## config.mk

```make
export PLATFORM = sky130hd
export DESIGN_NAME = elr_ram
export DESIGN_NICKNAME = d
export VERILOG_FILES = /design/src/rtl/core/elr_ram.sv
export SDC_FILE = /design/constraint.sdc
export NUM_CORES = 1
export LEC_CHECK = 0
export BUFFER_PORTS_ARGS = -buffer_cell sky130_fd_sc_hd__buf_4
export CORE_AREA = 2 2 71 123
export DETAILED_ROUTE_END_ITERATION = 8
export DIE_AREA = 0 0 73 125
export PLACE_DENSITY = 0.82
export SYNTH_ARGS = -nofsm -noshare
export SYNTH_HDL_FRONTEND = slang
export SYNTH_SLANG_ARGS = --single-unit
```

## constraint.sdc

```tcl
create_clock -name clock -period 2.5 [get_ports clock]
set_input_delay 0.25 -clock clock [delete_from_list [all_inputs] [get_ports clock]]
set_output_delay 0.25 -clock clock [all_outputs]
set_load 0.02 [all_outputs]
```

## src/rtl/core/elr_ram.sv

```systemverilog
// ---------------------------------------------------------------------------
// Generic simple dual port RAM
// One write port and one read port, registered read data.
// ---------------------------------------------------------------------------
module elr_ram #(
   parameter int unsigned Width = 8,
   parameter int unsigned Depth = 16
) (
   input  logic                     clock,
   input  logic                     wr_en,
   input  logic [$clog2(Depth)-1:0] wr_addr,
   input  logic [Width-1:0]         wr_data,
   input  logic [$clog2(Depth)-1:0] rd_addr,
   output logic [Width-1:0]         rd_data
);

   logic [Width-1:0] mem [Depth];

   // storage and registered read
   always_ff @(posedge clock) begin
      if (wr_en) begin
         mem[wr_addr] <= wr_data;
      end
      rd_data <= mem[rd_addr];
   end

endmodule

```

-- Word level (Yosys, flattened, before mapping)
Memories as Yosys holds them, arrays and structs flattened. A register that Yosys moved wholly into a read port is not among the register bits.
Index checks and enable logic that the tools add are counted.
- mux-type cells: 2
- operators by type and width (operator ; count):
    $mux W1 ; 2
- bits in writable memories: 128
- output and inout bits: 8
- word-level logic and storage cells: 3
- input port bits: 18
- register bits: 0
- memories: 1
- memory list (memory ; words ; width ; rd ports ; clocked after Yosys merged registers in ; wr ports ; line ; source):
    mem ; 16 ; 8 ; 1 ; 1 ; 1 ; 17 ; logic [Width-1:0] mem [Depth];

-- Longest topological paths before layout
- depth after elaboration: 2
- depth in mapped cells: 5
- gate-level depth less buffers: 3

-- Worst setup path after synthesis
No wires, ideal clock.
- kind: input -> register
- start: in wr_addr[2]
- end: mem mem[0][0] (enable)
- path slack: 0.757 ns
- path buffers: 0
- arrival: 1.360 ns
- required time: 2.117 ns
- setup time: 0.383 ns
- cell stages on the path: 2
- cells stage by stage: or3b_2 > nor3_1
- RTL lines (element ; line ; source):
    from (decl) ; 11 ; input logic [$clog2(Depth)-1:0] wr_addr,
    to (decl) ; 17 ;
Straight into the memory's write port.

-- Final worst setup path
- start: in wr_addr[2]
- end: mem mem[1][4] (enable)
Straight into the memory's write port.

==> run summary <==
vias in the first global route: 2575
pin count of the biggest net entering global routing: 33
class of the worst hold path: in2reg
Starting Density: 62.8%
Die H: 125 um
deepest clock path buffer count: 2
first-pass GRT wire length: 14500 um
Nets: 294
Max Clk Rate: 653 MHz
RSZ-0062 raised after global routing: false
drt wl/cell: 24.8 um
Slew Limit Headroom: 42.3%
hold_buf cts: 0
Buffers on Ports: 25
Synth Area in Compound Gates: 2.33%
total power: 0.00530 W
multi-input logic area: 1060 um2
VDD IR max: 0.679 mV
DR iter-0 viols: 212
core area: 8200 um2
CTS clk-pin slew, worst paths: 50 ps
syn nets: 247
status: complete, no violations
Crit Path Max Fanout: 8
startpoint types: primary input
mux cell area share after synthesis: 15.0%
die width: 73 um
final antenna-violating net count: 0
Max stage delay cell, worst path: nor2_1
leakage: 2.08 nW
Worst Clk Skew: 13.9 ps
PwrDens: 876 nW/um2
Tot GR Track Use: 23.0%
CP Cell Sequence: buf_4 -> or3b_2 -> nor2_1
sequential fraction of the synthesis area: 77.8%
Via density: 6.27
# DRC: 0
number of synthesized flops with an enable pin: 128
Sink Count: 136
Fill cells: 457
pre-CTS setup slack: 567 ps
cell count after synthesis: 229
CP endpoint kind: flop
Slew @ Worst Pin: 862 ps
min Tclk post-route: 1530 ps
root buf cell: clkbuf_16
gpl congestion: 0.773
Layout Cells excl Fill: 381
Vias: 2388
TritonCTS clock tree: yes
drt first pass iters: 4
CTS Buf Count: 17
worst path bufs/invs: 1
Area Overhead vs Synth: 17.6%
post-cts resize count: 0
Slew Limit Fails: 0
Cells after DPL: 349
number of diodes: 0
Yosys reg bits: 136
Post-synth ARST share: 0%
Post-Syn Area per Cell: 22.5 um2
post-route setup TNS: 0 ps
Distinct cells, synth: 19
htree depth: 4
yosys warns: 0
IO Count: 26
max_cap viols: 0
die area: 9130 um2
Synth Area in Adders: 0%
Synth Flop Type: edfxtp_1
Final Setup Violations: 0
fin util: 73.8%
Worst Setup Slack, final: 968 ps
DP HPWL: 6000 um
Setup CP Type: in2reg
layout cells sized above 1: 28.4%
initial antenna violation count: 0
worst-skew pair later-pin latency: 410 ps
CP max stage delay: 680 ps
storage element area: 4000 um2
final WL: 9460 um
Hold Fails Final Rpt: 0
Simple-Gate Fraction of Synth Area: 3.18%
gr ovfl total: 0
Tcrit/Tclk final: 61.3%
post-CTS setup repair buffer count: 0
CP Data Arrival Time: 1560 ps
post-synthesis cell area: 5150 um2
delay-heaviest family, CP: simple AND/OR/NAND/NOR gates
row cnt: 44
largest family of logic cells by synthesized area: multiplexers
Crit path required time: 2530 ps
xor/xnor share of the synthesized area: 0%
[kinds of logic (layout without fill, tap and decap cells)]
kind of cell / Yosys count / in the layout
simple gates: 35 / 35
compound gates: 16 / 16
buf+inv: 10 / 70
flops: 136 / 136
mux: 32 / 32
[synthesized netlist by cell type, types with 2 or more instances]
library cell	instances	area, um2
a22oi_1	16	120
buf_2	3	15.0
buf_6	3	33.8
clkdlybuf4s25_2	3	30.0
dfxtp_1	8	160
edfxtp_1	128	3840
mux4_1	14	368
mux4_2	18	405
nand2_1	9	33.8
nand2b_1	2	12.5
nand3b_1	2	15.0
nor2_1	13	48.8
nor3_1	4	20.0
[cell usage in the layout, fill, tap and decap left out, drive strengths merged]
cell,Yosys,routed
clkbuf,0,19
nor2,13,13
nand2,9,9
bufinv,0,4
mux4,32,32
nor2b,1,1
dfxtp,8,8
and2,1,1
clkinv,0,9
and2b,1,1
nand3,1,1
edfxtp,128,128
nand3b,2,2
nand2b,2,2
nor3,4,4
or3b,1,1
a22oi,16,16
buf,7,38
[final cells by class]
cell class              count  share of cell area (%)
multi-input cells          83                    17.5
clock inverters            13                    2.63
flip-flops and latches    136                    66.1
well taps                  92                    1.90
clock buffers              19                    7.15
repair buffers             38                    4.71
[power by group]
group | internal (W) | switching (W)
registers | 0.00255 | 0.0000157
clock network | 0.00164 | 0.000841
logic | 0.000111 | 0.000144
total | 0.00430 | 0.00100
[registers in the layout, summed over array words and instances (netlist names)]
register / flops
mem: 128
rd_data: 8
[final timing paths]
path / from / to / depth (start not counted) / slack [ps]
setup / recovery: wr_addr[2] / mem[1][4] / 3 / 970
hold / removal: wr_data[5] / mem[13][5] / 1 / 140
setup reg to reg: mem[8][1] / rd_data[1] / 3 / 1170
hold reg to reg: mem[13][3] / rd_data[3] / 3 / 670
[per-stage QoR]
step / instance area, um2 / hold WS, ps
2_1_floorplan: 5150 / 349
3_3_place_gp: 5460 / 551
3_5_place_dp: 5460 / 570
4_1_cts: 6050 / 148
5_1_grt: 6050 / 155
6_report: 6050 / 143
[worst register-to-register path, stage by stage, from the launching register on]
cell and delay [ps]:
edfxtp_1 360, mux4_1 500, a22oi_1 280, nand2_1 80
[metal layers]
metal	vias to the layer above	GRT usage, %	wire, um
li1	1069	-	-
met1	1231	29.0	3560
met2	82	38.2	5350
met3	6	6.85	462
met4	0	7.30	95
met5	-	0	0
Power figures use the tool's default switching activity.
